`src/i2cmra_pkg.sv`:
```
// ----------------------------------------------------------------------------
// i2cmra_pkg
// Shared types, codes and helpers for the I2C register access master.
// ----------------------------------------------------------------------------
package i2cmra_pkg;

  // Command codes
  localparam logic [1:0] CMD_TICK  = 2'd0;
  localparam logic [1:0] CMD_WRITE = 2'd1;
  localparam logic [1:0] CMD_READ  = 2'd2;

  // Status codes
  localparam logic [1:0] ST_OK       = 2'd0;
  localparam logic [1:0] ST_SDA_LOW  = 2'd1;
  localparam logic [1:0] ST_SDA_HIGH = 2'd2;
  localparam logic [1:0] ST_NACK     = 2'd3;

  // Sequencer phases
  localparam int unsigned PhaseW = 4;
  localparam logic [PhaseW-1:0] PH_IDLE      = 4'd0;
  localparam logic [PhaseW-1:0] PH_START     = 4'd1;
  localparam logic [PhaseW-1:0] PH_ADDR      = 4'd2;
  localparam logic [PhaseW-1:0] PH_ADDR_ACK  = 4'd3;
  localparam logic [PhaseW-1:0] PH_REG       = 4'd4;
  localparam logic [PhaseW-1:0] PH_REG_ACK   = 4'd5;
  localparam logic [PhaseW-1:0] PH_DATA      = 4'd6;
  localparam logic [PhaseW-1:0] PH_DATA_ACK  = 4'd7;
  localparam logic [PhaseW-1:0] PH_RSTART    = 4'd8;
  localparam logic [PhaseW-1:0] PH_ADDR2     = 4'd9;
  localparam logic [PhaseW-1:0] PH_ADDR2_ACK = 4'd10;
  localparam logic [PhaseW-1:0] PH_RECV      = 4'd11;
  localparam logic [PhaseW-1:0] PH_NOACK     = 4'd12;
  localparam logic [PhaseW-1:0] PH_STOP      = 4'd13;
  localparam logic [PhaseW-1:0] PH_WAIT      = 4'd14;

  // Reset value of the post-write idle wait
  localparam logic [15:0] PostWriteReset = 16'd167;

  // One request: a tick, optionally carrying a command
  typedef struct packed {
    logic [1:0] cmd;
    logic [7:0] slave_addr;
    logic [7:0] reg_addr;
    logic [7:0] write_data;
    logic       sda_in;
  } item_t;

  // One result
  typedef struct packed {
    logic       scl_out;
    logic       sda_out;
    logic       busy_res;
    logic       done_res;
    logic [7:0] read_value;
    logic [1:0] status;
  } res_t;

  // Phase that follows a completed phase
  function automatic logic [PhaseW-1:0] next_phase(input logic [PhaseW-1:0] ph,
                                                   input logic is_read);
    logic [PhaseW-1:0] nxt;
    unique case (ph)
      PH_START:     nxt = PH_ADDR;
      PH_ADDR:      nxt = PH_ADDR_ACK;
      PH_ADDR_ACK:  nxt = PH_REG;
      PH_REG:       nxt = PH_REG_ACK;
      PH_REG_ACK:   nxt = is_read ? PH_RSTART : PH_DATA;
      PH_DATA:      nxt = PH_DATA_ACK;
      PH_DATA_ACK:  nxt = PH_STOP;
      PH_RSTART:    nxt = PH_ADDR2;
      PH_ADDR2:     nxt = PH_ADDR2_ACK;
      PH_ADDR2_ACK: nxt = PH_RECV;
      PH_RECV:      nxt = PH_NOACK;
      PH_NOACK:     nxt = PH_STOP;
      default:      nxt = PH_IDLE;
    endcase
    return nxt;
  endfunction

  // Shift register contents on entry to a phase
  function automatic logic [7:0] load_shift(input logic [PhaseW-1:0] ph,
                                            input logic [7:0] slave,
                                            input logic [7:0] regb,
                                            input logic [7:0] data,
                                            input logic [7:0] cur);
    logic [7:0] sh;
    unique case (ph)
      PH_ADDR:  sh = slave;
      PH_REG:   sh = regb;
      PH_DATA:  sh = data;
      PH_ADDR2: sh = slave + 8'd1;
      PH_RECV:  sh = 8'd0;
      default:  sh = cur;
    endcase
    return sh;
  endfunction

endpackage

```
`src/i2cmra_in_stage.sv`:
```
// ----------------------------------------------------------------------------
// i2cmra_in_stage
// Input register: holds one accepted request until the core consumes it.
// ----------------------------------------------------------------------------
module i2cmra_in_stage (
  input  logic                clk_i,
  input  logic                rst_ni,
  input  logic                in_valid_i,
  output logic                in_ready_o,
  input  i2cmra_pkg::item_t   item_i,
  input  logic                take_i,
  output logic                valid_o,
  output i2cmra_pkg::item_t   item_o
);
  import i2cmra_pkg::*;

  logic  valid_q, valid_d;
  item_t item_q;
  logic  load;

  // Free slot, or the held request leaves this cycle
  assign in_ready_o = !valid_q || take_i;
  assign load       = in_valid_i && in_ready_o;

  always_comb begin
    valid_d = valid_q;
    if (load) begin
      valid_d = 1'b1;
    end else if (take_i) begin
      valid_d = 1'b0;
    end
  end

  always_ff @(posedge clk_i or negedge rst_ni) begin
    if (!rst_ni) begin
      valid_q <= 1'b0;
    end else begin
      valid_q <= valid_d;
    end
  end

  // Payload, no reset
  always_ff @(posedge clk_i) begin
    if (load) begin
      item_q <= item_i;
    end
  end

  assign valid_o = valid_q;
  assign item_o  = item_q;

endmodule

```
`src/i2cmra_core.sv`:
```
// ----------------------------------------------------------------------------
// i2cmra_core
// Bus sequencer: transaction state and the one-tick step logic.
// ----------------------------------------------------------------------------
module i2cmra_core (
  input  logic                clk_i,
  input  logic                rst_ni,
  input  logic                cfg_we_i,
  input  logic [15:0]         cfg_data_i,
  input  logic                step_i,
  input  i2cmra_pkg::item_t   item_i,
  output i2cmra_pkg::res_t    res_o
);
  import i2cmra_pkg::*;

  // Sequencer state
  logic [PhaseW-1:0] phase_q, phase_d;
  logic [1:0]        qstep_q, qstep_d;
  logic [3:0]        bit_cnt_q, bit_cnt_d;
  logic [7:0]        shift_q, shift_d;
  logic              is_read_q, is_read_d;
  logic [7:0]        slave_q, slave_d;
  logic [7:0]        regb_q, regb_d;
  logic [7:0]        data_q, data_d;
  logic [15:0]       wait_q, wait_d;
  logic              scl_q, scl_d;
  logic              sda_q, sda_d;
  logic [1:0]        fail_q, fail_d;
  logic [15:0]       post_wr_q;

  logic              enter_en, fin;
  logic [PhaseW-1:0] enter_ph;
  logic [1:0]        fin_code;
  res_t              res;

  // One tick of the sequencer
  always_comb begin
    phase_d   = phase_q;
    qstep_d   = qstep_q;
    bit_cnt_d = bit_cnt_q;
    shift_d   = shift_q;
    is_read_d = is_read_q;
    slave_d   = slave_q;
    regb_d    = regb_q;
    data_d    = data_q;
    wait_d    = wait_q;
    scl_d     = scl_q;
    sda_d     = sda_q;
    fail_d    = fail_q;
    enter_en  = 1'b0;
    enter_ph  = PH_IDLE;
    fin       = 1'b0;
    fin_code  = ST_OK;
    res       = '0;

    // Command while idle: latch fields, first tick runs in this request
    if (phase_q == PH_IDLE && (item_i.cmd == CMD_WRITE || item_i.cmd == CMD_READ)) begin
      slave_d   = item_i.slave_addr;
      regb_d    = item_i.reg_addr;
      data_d    = item_i.write_data;
      is_read_d = (item_i.cmd == CMD_READ);
      fail_d    = ST_OK;
      shift_d   = 8'd0;
      wait_d    = 16'd0;
      phase_d   = PH_START;
      qstep_d   = 2'd0;
      bit_cnt_d = 4'd0;
    end

    unique case (phase_d)
      PH_IDLE: begin
      end
      PH_START, PH_RSTART: begin
        if (qstep_d == 2'd0) begin
          scl_d = 1'b1;
          sda_d = 1'b1;
        end else begin
          sda_d = 1'b0;
        end
        // only the first start checks the bus
        if (phase_d == PH_START && qstep_d == 2'd0 && !item_i.sda_in) begin
          fin      = 1'b1;
          fin_code = ST_SDA_LOW;
        end else if (phase_d == PH_START && qstep_d == 2'd1 && item_i.sda_in) begin
          fin      = 1'b1;
          fin_code = ST_SDA_HIGH;
        end else if (qstep_d[1]) begin
          enter_en = 1'b1;
          enter_ph = next_phase(phase_d, is_read_d);
        end else begin
          qstep_d = qstep_d + 2'd1;
        end
      end
      PH_ADDR, PH_REG, PH_DATA, PH_ADDR2: begin
        if (qstep_d == 2'd0) begin
          scl_d = 1'b0;
        end else if (qstep_d == 2'd1) begin
          sda_d   = shift_d[7];
          shift_d = {shift_d[6:0], 1'b0};
        end else begin
          scl_d = 1'b1;
        end
        if (qstep_d[1]) begin
          qstep_d   = 2'd0;
          bit_cnt_d = bit_cnt_d + 4'd1;
          if (bit_cnt_d[3]) begin
            enter_en = 1'b1;
            enter_ph = next_phase(phase_d, is_read_d);
          end
        end else begin
          qstep_d = qstep_d + 2'd1;
        end
      end
      PH_ADDR_ACK, PH_REG_ACK, PH_DATA_ACK, PH_ADDR2_ACK, PH_NOACK: begin
        unique case (qstep_d)
          2'd0: scl_d = 1'b0;
          2'd1: sda_d = 1'b1;
          2'd2: begin
            scl_d = 1'b1;
            // only the first address ACK can abort
            if (phase_d == PH_ADDR_ACK && item_i.sda_in) begin
              fail_d = ST_NACK;
            end
          end
          default: scl_d = 1'b0;
        endcase
        if (qstep_d == 2'd3) begin
          enter_en = 1'b1;
          enter_ph = (fail_d != ST_OK) ? PH_STOP : next_phase(phase_d, is_read_d);
        end else begin
          qstep_d = qstep_d + 2'd1;
        end
      end
      PH_RECV: begin
        if (qstep_d == 2'd0) begin
          scl_d   = 1'b0;
          sda_d   = 1'b1;
          qstep_d = 2'd1;
        end else begin
          scl_d     = 1'b1;
          shift_d   = {shift_d[6:0], item_i.sda_in};
          qstep_d   = 2'd0;
          bit_cnt_d = bit_cnt_d + 4'd1;
          if (bit_cnt_d[3]) begin
            enter_en = 1'b1;
            enter_ph = next_phase(phase_d, is_read_d);
          end
        end
      end
      PH_STOP: begin
        unique case (qstep_d)
          2'd0:    scl_d = 1'b0;
          2'd1:    sda_d = 1'b0;
          2'd2:    scl_d = 1'b1;
          default: sda_d = 1'b1;
        endcase
        if (qstep_d == 2'd3) begin
          if (fail_d == ST_OK && !is_read_d && post_wr_q != 16'd0) begin
            enter_en = 1'b1;
            enter_ph = PH_WAIT;
            wait_d   = post_wr_q;
          end else begin
            fin      = 1'b1;
            fin_code = fail_d;
          end
        end else begin
          qstep_d = qstep_d + 2'd1;
        end
      end
      PH_WAIT: begin
        if (wait_d != 16'd0) begin
          wait_d = wait_d - 16'd1;
        end
        if (wait_d == 16'd0) begin
          fin      = 1'b1;
          fin_code = ST_OK;
        end
      end
      default: begin
        enter_en = 1'b1;
        enter_ph = PH_IDLE;
      end
    endcase

    // Phase entry
    if (enter_en) begin
      shift_d   = load_shift(enter_ph, slave_d, regb_d, data_d, shift_d);
      phase_d   = enter_ph;
      qstep_d   = 2'd0;
      bit_cnt_d = 4'd0;
    end

    // End or abort of a transaction
    if (fin) begin
      res.done_res   = 1'b1;
      res.status     = fin_code;
      res.read_value = (fin_code == ST_OK && is_read_d) ? shift_d : 8'd0;
      phase_d        = PH_IDLE;
      qstep_d        = 2'd0;
      bit_cnt_d      = 4'd0;
    end

    res.scl_out  = scl_d;
    res.sda_out  = sda_d;
    res.busy_res = (phase_d != PH_IDLE);
  end

  assign res_o = res;

  // State registers, updated once per consumed request
  always_ff @(posedge clk_i or negedge rst_ni) begin
    if (!rst_ni) begin
      phase_q   <= PH_IDLE;
      qstep_q   <= 2'd0;
      bit_cnt_q <= 4'd0;
      shift_q   <= 8'd0;
      is_read_q <= 1'b0;
      slave_q   <= 8'd0;
      regb_q    <= 8'd0;
      data_q    <= 8'd0;
      wait_q    <= 16'd0;
      scl_q     <= 1'b1;
      sda_q     <= 1'b1;
      fail_q    <= ST_OK;
    end else if (step_i) begin
      phase_q   <= phase_d;
      qstep_q   <= qstep_d;
      bit_cnt_q <= bit_cnt_d;
      shift_q   <= shift_d;
      is_read_q <= is_read_d;
      slave_q   <= slave_d;
      regb_q    <= regb_d;
      data_q    <= data_d;
      wait_q    <= wait_d;
      scl_q     <= scl_d;
      sda_q     <= sda_d;
      fail_q    <= fail_d;
    end
  end

  // Post-write wait register
  always_ff @(posedge clk_i or negedge rst_ni) begin
    if (!rst_ni) begin
      post_wr_q <= PostWriteReset;
    end else if (cfg_we_i) begin
      post_wr_q <= cfg_data_i;
    end
  end

endmodule

```
`src/i2c_master_register_access.sv`:
```
// ----------------------------------------------------------------------------
// i2c_master_register_access
// I2C master for one-byte register writes and reads on open-drain lines.
// ----------------------------------------------------------------------------
// Usage:
//   Input channel (in_valid_i/in_ready_o): every request is one quarter-bit
//   tick carrying the sampled SDA level; cmd_i = write or read starts a
//   transaction when the master is idle and is ignored while busy.
//   Output channel (out_valid_o/out_ready_i): exactly one result per request
//   with the SCL/SDA drive levels, busy, a done pulse, read byte and status.
//   Path: an accepted request passes the input register, then the result
//   register, where its result appears. Throughput is one request per cycle
//   while out_ready_i stays high; the step logic computes a tick combinationally.
//   Stall: while out_ready_i is low the result holds, the input register
//   keeps one more request, and in_ready_o then drops until the result goes.
//   Reset: lines released, sequencer idle, post-write wait set to 167 ticks.
//   cfg_we_i/cfg_data_i write the post-write wait; write only while idle.
// ----------------------------------------------------------------------------
module i2c_master_register_access (
  input  logic        clk_i,
  input  logic        rst_ni,
  input  logic        cfg_we_i,
  input  logic [15:0] cfg_data_i,
  input  logic        in_valid_i,
  output logic        in_ready_o,
  input  logic [1:0]  cmd_i,
  input  logic [7:0]  slave_addr_i,
  input  logic [7:0]  reg_addr_i,
  input  logic [7:0]  write_data_i,
  input  logic        sda_in_i,
  output logic        out_valid_o,
  input  logic        out_ready_i,
  output logic        scl_out_o,
  output logic        sda_out_o,
  output logic        busy_res_o,
  output logic        done_res_o,
  output logic [7:0]  read_value_o,
  output logic [1:0]  status_o
);
  import i2cmra_pkg::*;

  item_t in_item, st_item;
  logic  st_valid, step;
  res_t  core_res;
  res_t  res_q;
  logic  out_valid_q, out_valid_d;

  assign in_item.cmd        = cmd_i;
  assign in_item.slave_addr = slave_addr_i;
  assign in_item.reg_addr   = reg_addr_i;
  assign in_item.write_data = write_data_i;
  assign in_item.sda_in     = sda_in_i;

  // Consume the held request when the result register is free
  assign step = st_valid && (!out_valid_q || out_ready_i);

  i2cmra_in_stage u_in_stage (
    .clk_i      (clk_i),
    .rst_ni     (rst_ni),
    .in_valid_i (in_valid_i),
    .in_ready_o (in_ready_o),
    .item_i     (in_item),
    .take_i     (step),
    .valid_o    (st_valid),
    .item_o     (st_item)
  );

  i2cmra_core u_core (
    .clk_i      (clk_i),
    .rst_ni     (rst_ni),
    .cfg_we_i   (cfg_we_i),
    .cfg_data_i (cfg_data_i),
    .step_i     (step),
    .item_i     (st_item),
    .res_o      (core_res)
  );

  // Result register
  always_comb begin
    out_valid_d = out_valid_q;
    if (step) begin
      out_valid_d = 1'b1;
    end else if (out_ready_i) begin
      out_valid_d = 1'b0;
    end
  end

  always_ff @(posedge clk_i or negedge rst_ni) begin
    if (!rst_ni) begin
      out_valid_q <= 1'b0;
    end else begin
      out_valid_q <= out_valid_d;
    end
  end

  always_ff @(posedge clk_i) begin
    if (step) begin
      res_q <= core_res;
    end
  end

  assign out_valid_o  = out_valid_q;
  assign scl_out_o    = res_q.scl_out;
  assign sda_out_o    = res_q.sda_out;
  assign busy_res_o   = res_q.busy_res;
  assign done_res_o   = res_q.done_res;
  assign read_value_o = res_q.read_value;
  assign status_o     = res_q.status;

  // A finished transaction leaves the master idle
  a_done_not_busy : assert property (@(posedge clk_i) disable iff (!rst_ni)
    out_valid_o && done_res_o |-> !busy_res_o)
    else $error("done reported while still busy");

  // Status and read byte only on the done tick
  a_status_on_done : assert property (@(posedge clk_i) disable iff (!rst_ni)
    out_valid_o && (status_o != ST_OK || read_value_o != 8'd0) |-> done_res_o)
    else $error("status or read byte outside a done tick");

  // A new result is only produced from a held request
  a_result_from_request : assert property (@(posedge clk_i) disable iff (!rst_ni)
    !st_valid |=> !(out_valid_o && !$past(out_valid_o)))
    else $error("result appeared without a request");

endmodule

```
`config.mk`:
```
export PLATFORM = sky130hd
export DESIGN_NAME = i2c_master_register_access
export DESIGN_NICKNAME = d
export VERILOG_FILES = /design/src/i2cmra_pkg.sv /design/src/i2cmra_in_stage.sv /design/src/i2cmra_core.sv /design/src/i2c_master_register_access.sv
export SDC_FILE = /design/constraint.sdc
export NUM_CORES = 1
export LEC_CHECK = 0
export BUFFER_PORTS_ARGS = -buffer_cell sky130_fd_sc_hd__clkbuf_2
export CAP_MARGIN = 20
export CORE_ASPECT_RATIO = 0.75
export CORE_MARGIN = 3
export CORE_UTILIZATION = 35
export DETAILED_ROUTE_END_ITERATION = 16
export PLACE_DENSITY_LB_ADDON = 0.1
export SYNTH_ARGS = -nofsm -noshare
export SYNTH_HDL_FRONTEND = slang
export SYNTH_SLANG_ARGS = --single-unit
export TNS_END_PERCENT = 50
```
`constraint.sdc`:
```
create_clock -name clk_i -period 7.15 [get_ports clk_i]
set_clock_uncertainty 0.1 [all_clocks]
set_input_delay 0.3575 -clock clk_i [delete_from_list [all_inputs] [get_ports clk_i]]
set_output_delay 0.3575 -clock clk_i [all_outputs]
set_load 0.02 [all_outputs]
```
# Word-level counts from Yosys, hierarchy flattened
# Cells that the tools add are included.
[word_totals]
out_inout_bits = 16
mem_bits_rw = 0
word_cells = 188
latch_bits = 0
n_memories = 0
ff_bits = 122
rom_bits = 0
inputBits = 48
[classes]
multipliers = 0
magnitude_cmp = 0
n_mux = 96
bitwise = 0
n_shift = 0
div_mod_pow = 0
n_addsub = 4
n_reduce_logical = 38
eq_ne = 24
[op_table]
columns = ["op", "count"]
rows = [
  ["16-bit 2-to-1 mux", 5],
  ["4-bit 2-to-1 mux", 20],
  ["8-bit 2-to-1 mux", 9],
  ["4-bit one-hot mux with 10 select lines", 1],
  ["8-bit one-hot mux with 5 select lines", 1],
  ["4-bit equality test (second input constant)", 9],
  ["2-bit 2-to-1 mux", 17],
  ["16-bit one-hot mux with 2 select lines", 1],
  ["16-bit nonzero test", 2],
  ["1-bit 2-to-1 mux", 29],
  ["4-bit by 3-bit equality test with 1-bit output (second input constant)", 6],
  ["4-bit one-hot mux with 5 select lines", 1],
  ["16-bit logical NOT", 1],
  ["8-bit one-hot mux with 2 select lines", 1],
  ["16-bit by 1-bit subtractor with 16-bit output (second input constant)", 1],
  ["4-bit by 2-bit equality test with 1-bit output (second input constant)", 3],
  ["1-bit logical AND", 11],
  ["11-bit 2-to-1 mux", 1],
  ["1-bit one-hot mux with 5 select lines", 2],
  ["8-bit by 1-bit adder with 8-bit output (second input constant)", 1],
  ["4-bit logical NOT", 2],
  ["2-bit one-hot mux with 4 select lines", 1],
  ["4-bit one-hot mux with 2 select lines", 1],
  ["2-bit OR reduction", 4],
  ["18 further kinds", 32],
]

# Logic depth before layout (Yosys ltp)
# Gate-level depths: netlist of the first run.
[logic_depth]
depth_word = 18
depth_mapped = 18
depth_no_buf = 15

# Hierarchy
# From an unflattened synthesis of the first run, not the netlist that was laid out.
[hier_totals]
hier_cells = 725
area_unflattened_um2 = 7123.1
[modules_own_cells]
columns = ["mod", "area_each_um2", "seq_area_each_um2", "cells_each", "n_inst"]
rows = [
  ["i2cmra_core", 5794.3, 1985.7, 676, 1],
  ["i2cmra_in_stage", 864.6, 835.8, 31, 1],
  ["i2c_master_register_access", 464.2, 445.4, 18, 1],
]

# Worst setup path before layout of the first run
# Ideal clock, no wire load.
[synth_timing]
path_type = "register to register"
startpoint = "register u_in_stage.item_q, in the netlist u_in_stage.item_o[26]"
endpoint = "register u_core.bit_cnt_q[2]"
path_stages_with_launch = 18
period_less_slack_ns = 4.284
setup_ns = 0.121
path_buffers = 5
required_time_ns = 6.929
arrival_ns = 4.063
path_slack_ns = 2.866
path_cell_list = "edfxtp_1 > ha_1 > nor3_1 > nand2_1 > clkbuf_1 > clkbuf_1 > clkbuf_1 > nand2_1 > ha_1 > clkbuf_1 > or3_1 > buf_2 > a211oi_1 > o221ai_1 > or4_4 > o21a_4 > a31o_1 > a22o_1"
[synth_between]
elab_chain_len = 12
word_cells_on_any_way = 67
classes_between = "add/sub: 2; eq/ne: 18; mux: 29; reduce/logical: 18"
[synth_lines]
columns = ["item", "line", "rtl"]
rows = [
  ["from (decl)", "i2cmra_in_stage.sv:18", "item_t item_q;"],
  ["from (signal assigned)", "i2cmra_in_stage.sv:45", "item_q <= item_i;"],
  ["parallel branches: the longest is 11 deep, another holds 16-bit by 1-bit subtractor with 16-bit output", "-", ""],
  ["4-bit 2-to-1 mux *", "i2cmra_core.sv:194", "if (fin) begin"],
  ["to (signal assigned)", "i2cmra_core.sv:228", "bit_cnt_q <= bit_cnt_d;"],
  ["to (decl)", "i2cmra_core.sv:19", "logic [3:0] bit_cnt_q, bit_cnt_d;"],
]
# Mark *: on every way between the ends. The select of a mux whose other input is x is not followed.
# A chain may end at the register's enable or synchronous reset.

# Worst setup path after layout of the first run
[layout_timing]
startpoint = "register u_core.phase_q[1]"
endpoint = "register u_core.shift_q[2]"
[layout_between]
elab_chain_len = 15
word_cells_on_any_way = 85
classes_between = "add/sub: 2; eq/ne: 22; mux: 42; reduce/logical: 19"
[layout_lines]
columns = ["item", "line", "rtl"]
rows = [
  ["from (decl)", "i2cmra_core.sv:17", "logic [PhaseW-1:0] phase_q, phase_d;"],
  ["from (signal assigned)", "i2cmra_core.sv:226", "phase_q <= phase_d;"],
  ["4-bit logical NOT", "i2cmra_core.sv:57", "if (phase_q == PH_IDLE && (item_i.cmd == CMD_WRITE || item_i.cmd == CMD_READ)) begin"],
  ["1-bit logical AND", "i2cmra_core.sv:57", ""],
  ["4-bit 2-to-1 mux", "i2cmra_core.sv:57", ""],
  ["4-bit by 2-bit equality test with 1-bit output", "i2cmra_pkg.sv:62, i2cmra_core.sv:70, i2cmra_core.sv:121", ""],
  ["1-bit logical AND", "i2cmra_core.sv:121", "if (phase_d == PH_ADDR_ACK && item_i.sda_in) begin"],
  ["2-bit 2-to-1 mux", "i2cmra_core.sv:121", ""],
  ["2-bit 2-to-1 mux", "i2cmra_core.sv:115", "unique case (qstep_d)"],
  ["2-bit 2-to-1 mux", "i2cmra_core.sv:70", "unique case (phase_d)"],
  ["2-bit nonzero test", "i2cmra_core.sv:129", "enter_ph = (fail_d != ST_OK) ? PH_STOP : next_phase(phase_d, is_read_d);"],
  ["4-bit 2-to-1 mux", "i2cmra_core.sv:129", ""],
  ["4-bit 2-to-1 mux", "i2cmra_core.sv:127", "if (qstep_d == 2'd3) begin"],
  ["4-bit one-hot mux with 5 select lines", "i2cmra_core.sv:70", ""],
  ["4-bit equality test (tied with other cells)", "i2cmra_pkg.sv:87", "unique case (ph)"],
  ["8-bit one-hot mux with 5 select lines", "i2cmra_pkg.sv:87", ""],
  ["8-bit 2-to-1 mux *", "i2cmra_core.sv:186", "if (enter_en) begin"],
  ["to (signal assigned)", "i2cmra_core.sv:229", "shift_q <= shift_d;"],
  ["to (decl)", "i2cmra_core.sv:20", "logic [7:0] shift_q, shift_d;"],
]
# Mark *: on every way between the ends. The rest lies on a longest branch, timed or not. The select of a mux whose other input is x is not followed.

==> results of run 1 <==
[Yosys cell counts, types with 9 or more instances]
cell type	n
edfxtp_1	41
o21ai_0	47
nand3_1	17
dfrtp_1	74
mux2i_1	13
nand2_1	68
nor2_1	46
nand4_1	12
ha_1	9
clkbuf_1	35
mux2_2	48
nor4_1	10
a31oi_1	11
a21oi_1	67
nor3_1	16
inv_1	22
a211oi_1	9
nand2b_1	10
[final timing paths]
check                                              to  slack [ns]
worst max-delay path                u_core.shift_q[2]        1.64
min in group asynchronous        u_core.post_wr_q[15]        0.29
max in group asynchronous           u_core.phase_q[0]        5.62
worst min register to register       u_core.regb_q[2]        0.37
worst max register to register      u_core.shift_q[2]        1.64
worst min-delay path            u_in_stage.item_o[14]        0.01
[per-layer routing]
metal	wire, um	vias up	share of wire, %
met4	277	0	1.3
met5	0	-	0
met2	8420	228	39
li1	-	2851	-
met3	1470	23	6.8
met1	11500	2992	53
[power by group]
part	switching [W]	total, W	internal [W]	leakage (nW)
Clock	0.000385	0.000883	0.000498	0.283
Sequential	0.000143	0.00102	0.000881	1.41
Combinational	0.000670	0.00110	0.000431	1.67
Total	0.00120	0.00301	0.00181	3.36
[critical path: cells and delay by family (launching register included)]
family	cells	cell delay [ns]
flip-flops	1	0.83
AO/OA/AOI/OAI	6	2.08
AND/OR/NAND/NOR	3	0.78
multiplexers	2	0.61
adder cells (fa/ha/maj)	1	0.40
buffers and inverters	2	0.57
[registers in the layout, summed over array words and instances (netlist names), 2 cells and up]
register	count
u_core.wait_q	16
u_core.regb_q	8
read_value_o	8
u_core.fail_q	2
u_core.slave_q	8
u_core.phase_q	4
u_core.bit_cnt_q	4
u_in_stage.item_o	27
u_core.post_wr_q	16
u_core.shift_q	8
status_o	2
u_core.data_q	8
u_core.qstep_q	2
[cell families after synthesis]
kind of cell / after synthesis / share of synthesized area [%]
and+or+nand+nor: 227 / 16.5
buffers and inverters: 69 / 3.88
adders and majority gates: 10 / 1.74
DFF: 122 / 46.3
xor gates and xnor gates: 9 / 1.12
muxes: 61 / 9.50
AOI/OAI and AO/OA: 226 / 21.0
[per-stage QoR]
stage | instance area, um2 | total power, W | utilization (%) | worst slack [ns]
2_1_floorplan | 7060 | 0.00177 | - | 2.87
3_3_place_gp | 7560 | 0.00210 | 38.6 | 1.91
3_5_place_dp | 7560 | 0.00210 | 38.6 | 1.62
4_1_cts | 8360 | 0.00300 | 42.6 | 1.61
5_1_grt | 8410 | 0.00319 | 42.9 | 1.31
6_report | 8410 | 0.00301 | 42.9 | 1.64
[cell type report]
type | count | area, um2
sequential | 122 | 3270
clock inverter | 15 | 171
clock buffer | 17 | 425
inverter | 22 | 82.6
multi-input combinational | 533 | 3520
fill | 1895 | 11200
tap | 253 | 317
timing repair buffer | 95 | 621
==> results.cfg, run 1 <==
[setup_path]
max_stage_delay_ns = 0.83
critPathCaptureType = flip-flop
cp.arrival_ns = 5.72
critical_path.cell_chain = nor2_1 > nand2_1 > buf_4 > nand2_1 > inv_1 > ha_1 > mux2i_1 > o311ai_1 > a21bo_2 > a21o_1 > a21oi_1 > mux2i_1 > a211oi_1 > a211o_1
criticalPathCategory = reg -> reg
worstReg2RegStart = u_core.phase_q[1]
rr_worst_depth = 14
critPathLaunchType = flip-flop
crit_required_ns = 7.36
startpoint = u_core.phase_q[1]
crit_path_max_fanout = 31
slowest_stage = dfrtp_1

[routing]
drc = 0
wl_per_cell_um = 20.5
wl_um = 21600
drt_pass1_iterations = 5
drt-initial-drc-count = 701
via_per_inst = 5.77
ant_nets = 0
vias = 6094

[cells_and_area]
layout.nets = 848
final_common_cell = dfrtp_1
drive_above_1_share_pct = 21.9
final_cells = 1057
layout_common_cells = dfrtp_1 (74), nand2_1 (68), a21oi_1 (67), clkbuf_2 (62), mux2_2 (48)
antenna-diode-count = 0
synthToLayoutAreaGrowth_pct = 19.0

[die]
fp.dieW_um = 170
rows = 44
initial_core_util_pct = 36.0
ios = 64
core_area_mm2 = 0.0196
die_y_um = 129
dieArea_mm2 = 0.0219

[global_routing]
grt_pass1_vias = 5694
grt-ovfl-total = 0
gr-usage-met1_pct = 33.7
met2_usage_pct = 25.9
track_usage_pct = 20.3
grt_pass1_wl_um = 34200
grt_max_degree = 53
grt.met3_usage_pct = 4.18
busiest_layer = met1
antenna_found_initial = 0

[timing]
fin_crit_ns = 5.51
hold_viol_final = 0
slew_violations = 0
fin_crit_sh_pct = 77.1
fmax_mhz = 181
setup_viol_count_final = 0
worst-slew-pin-transition_ns = 1.12
setup-tns-final_ns = 0
holdWs_ns = 0.0145
relSlewSlack_pct = 25.0
rsz0062_at_grt = false

[clocking]
ctsResizeCount = 0
clock-sinks = 122
cts_tree = yes
postCtsSetupBuffers = 0
numCtsBuffers = 17
clk_path_buf_depth = 2
cts-root-buf = clkbuf_16
clk_pin_slew_ns = 0.06
clk_latency_ns = 0.42
hold_buffers = 20
htree_levels = 4

[pwr]
p_leak_nw = 3.36
p_per_area_mw_per_mm2 = 358
ir_drop_mv = 0.136

[hold_path]
hold_path_depth = 1
hold_path_startpoint = reg_addr_i[5]
hold_path.class = in -> reg

[yosys]
async_reset_ff_share_pct = 66.4
syn-cell-area_mm2 = 0.00706
synth_seq_cells = 122
ys_warn_count = 0
yosysTopAreaCell = dfrtp_1
synth_nets = 781
synth-seq-area-share_pct = 46.3
synth.area.top_cells = dfrtp_1 (26%), edfxtp_1 (17%), mux2_2 (7.7%)
synthCells = 724
ys.flop_type = dfrtp_1
yosysTopAreaCellShare_pct = 26.2
ys_types = 77
synth-edff-count = 41
avgSynthCellArea_um2 = 9.76

[place]
dp_hpwl_um = 15300
dpl.cell_count = 1000
place_congestion = 0.936
port-buffer-count = 63

[status]
outcome = completed

[job]
drv_cap = 0
Power figures use the tool's default switching activity.
==> run 2: changes to the inputs <==
==> constraint.sdc (replaced) <==
create_clock -name clk_i -period 5.1 [get_ports clk_i]
set_clock_uncertainty 0.1 [all_clocks]
set_input_delay 0.255 -clock clk_i [delete_from_list [all_inputs] [get_ports clk_i]]
set_output_delay 0.255 -clock clk_i [all_outputs]
set_load 0.02 [all_outputs]
==> run 2 against run 1 <==
  * Final area rose by 4.7%
  * Sequential cell count did not move
  * Routed wire length rose by 4.7%
  * Global-route usage rose by 0.78 points
  * Non-clock buffer count rose by 43
  * Power rose by 44%
  * Worst setup slack got worse by 1.0 ns
  * First-iteration DRC count fell by 2.0%
  * Clock-buffer cell count did not move
  * Critical endpoint is now read_value_o[1]
  * Largest cell class unchanged
==> results.cfg, run 2 (synthesis results as in run 1) <==
[cells_and_area]
largest_reg_flops = 27
layout.nets = 891
drive_above_1_share_pct = 23.0
final_cells = 1100
final_common_cell = dfrtp_1
layout_common_cells = dfrtp_1 (74), nand2_1 (68), a21oi_1 (67), clkbuf_2 (62), mux2_2 (48)
synthToLayoutAreaGrowth_pct = 24.6
n_fill_cell = 1880
antenna-diode-count = 0

[setup_path]
max_stage_delay_ns = 0.53
criticalPathCategory = reg -> reg
rr_worst_depth = 12
worst_path_most_repeated_cell = ha_1
slowest_stage = or4_4
crit_path_max_fanout = 8
reg2reg_to = read_value_o[1]
critical_path.cell_chain = ha_1 > or3_1 > o21ai_0 > ha_1 > nand2b_1 > nor4bb_1 > mux2i_1 > nand4_1 > or4_4 > o21ai_2 > nand2_1 > a31oi_1
critPathCaptureType = flip-flop
crit_required_ns = 5.26
ff2ff_setup_slack_ns = 0.61
worstReg2RegStart = u_in_stage.item_o[26]
critPathLaunchType = flip-flop
cp.arrival_ns = 4.65

[global_routing]
grt-ovfl-total = 0
track_usage_pct = 21.1
grt_pass1_vias = 6134
grt_max_degree = 47
antenna_found_initial = 0
grt_pass1_wl_um = 35700

[routing]
drt-initial-drc-count = 687
wl_um = 22700
drc = 0
drt_pass1_iterations = 5
ant_nets = 0
wl_per_cell_um = 20.6
via_per_inst = 5.83
vias = 6412

[clocking]
ctsResizeCount = 0
clk_path_buf_depth = 2
cts-root-buf = clkbuf_16
clock-sinks = 122
htree_levels = 4
numCtsBuffers = 17
cts_tree = yes
clk_pin_slew_ns = 0.06
clk_latency_ns = 0.42

[timing]
slew_violations = 0
worst-slew-pin-transition_ns = 1.05
relSlewSlack_pct = 29.5
fmax_mhz = 223
setup-tns-final_ns = 0
setup_viol_count_final = 0
rsz0062_at_grt = false
fin_crit_sh_pct = 88.0
hold_viol_final = 0
fin_ws_ns = 0.614
fin_crit_ns = 4.49

[hold_path]
hold_path_startpoint = out_ready_i
hold_path.class = in -> reg
hold_path_depth = 3
holdPathEnd = out_valid_o

[die]
die_y_um = 129
rows = 44
dieArea_mm2 = 0.0219
fp.dieW_um = 170
core_area_mm2 = 0.0196
initial_core_util_pct = 36.0
ios = 64

[place]
port-buffer-count = 63
post-place-ws_ns = 0.674
dpl.cell_count = 1023
place_congestion = 0.976
dp_hpwl_um = 16100

[pwr]
p_per_area_mw_per_mm2 = 491
ir_drop_mv = 0.183
p_leak_nw = 3.57

[status]
outcome = completed

[job]
drv_cap = 0
[run 2: cell types whose count changed in the layout (fill, tap and decap cells not counted), sizes merged]
| cell | before | now |
|---|---|---|
| buf | 11 | 31 |
| inv | 31 | 33 |
| dlygate4sd3 | 22 | 45 |
| bufinv | 1 | 2 |
| clkinvlp | 3 | 1 |
| clkinv | 2 | 1 |
[run 2: stage by stage]
step / hold slack, ns / utilization [%] / total power [W] / cell area, um2
after floorplan: -0.141 / - / 0.00249 / 7060
after global placement: 0.159 / 39.4 / 0.00302 / 7730
after detailed placement: 0.167 / 39.6 / 0.00302 / 7750
after CTS: 0.0127 / 44.9 / 0.00432 / 8800
after global routing: 0.0632 / 44.9 / 0.00456 / 8800
final: 0.0204 / 44.9 / 0.00432 / 8800
[run 2: area by class of cell]
type	instances	area, um2	area share (%)
clock buffer	17	425	4.83
multi-input combinational	533	3520	40.0
sequential	122	3270	37.1
clock inverter	15	173	1.96
timing repair buffer	138	1010	11.5
inverter	22	82.6	0.938
tap	253	317	3.60
[run 2: report_power, final]
group / internal (W) / switching, W
Clock: 0.000738 / 0.000508
Combinational: 0.000664 / 0.00100
Sequential: 0.00124 / 0.000171
Total: 0.00264 / 0.00168
[run 2: per-layer routing]
| metal | vias up | share of wire [%] | GRT usage, % |
|---|---|---|---|
| met5 | - | 0 | 0 |
| met4 | 0 | 1.2 | 5.39 |
| met3 | 21 | 7.0 | 4.45 |
| met2 | 255 | 40 | 28.5 |
| met1 | 3189 | 52 | 33.7 |
| li1 | 2947 | - | - |
[run 2: critical path: cells and delay by family, from the launching register on]
family	cells	cell delay, ns
AND/OR/NAND/NOR	6	1.98
AO/OA/AOI/OAI	3	0.80
adder cells (fa/ha/maj)	2	0.74
flip-flops	1	0.38
multiplexers	1	0.31
[run 2: worst max path at each step]
| stage | endpoint | cells after the start | slack [ns] | start |
|---|---|---|---|---|
| CTS | read_value_o[1] | 12 | 0.63 | u_in_stage.item_o[26] |
| detailed placement | read_value_o[1] | 12 | 0.67 | u_in_stage.item_o[26] |
| floorplan | u_core.bit_cnt_q[2] | 17 | 0.82 | u_in_stage.item_o[26] |
| global route | read_value_o[1] | 12 | 0.27 | u_in_stage.item_o[26] |
| finish | read_value_o[1] | 12 | 0.61 | u_in_stage.item_o[26] |
| global placement | read_value_o[1] | 13 | 0.87 | u_in_stage.item_o[25] |
[run 2: repair_timing]
action	in CTS	in global routing
buffers inserted	0	0
endpoints found under the hold margin	72	0
hold buffers	45	0
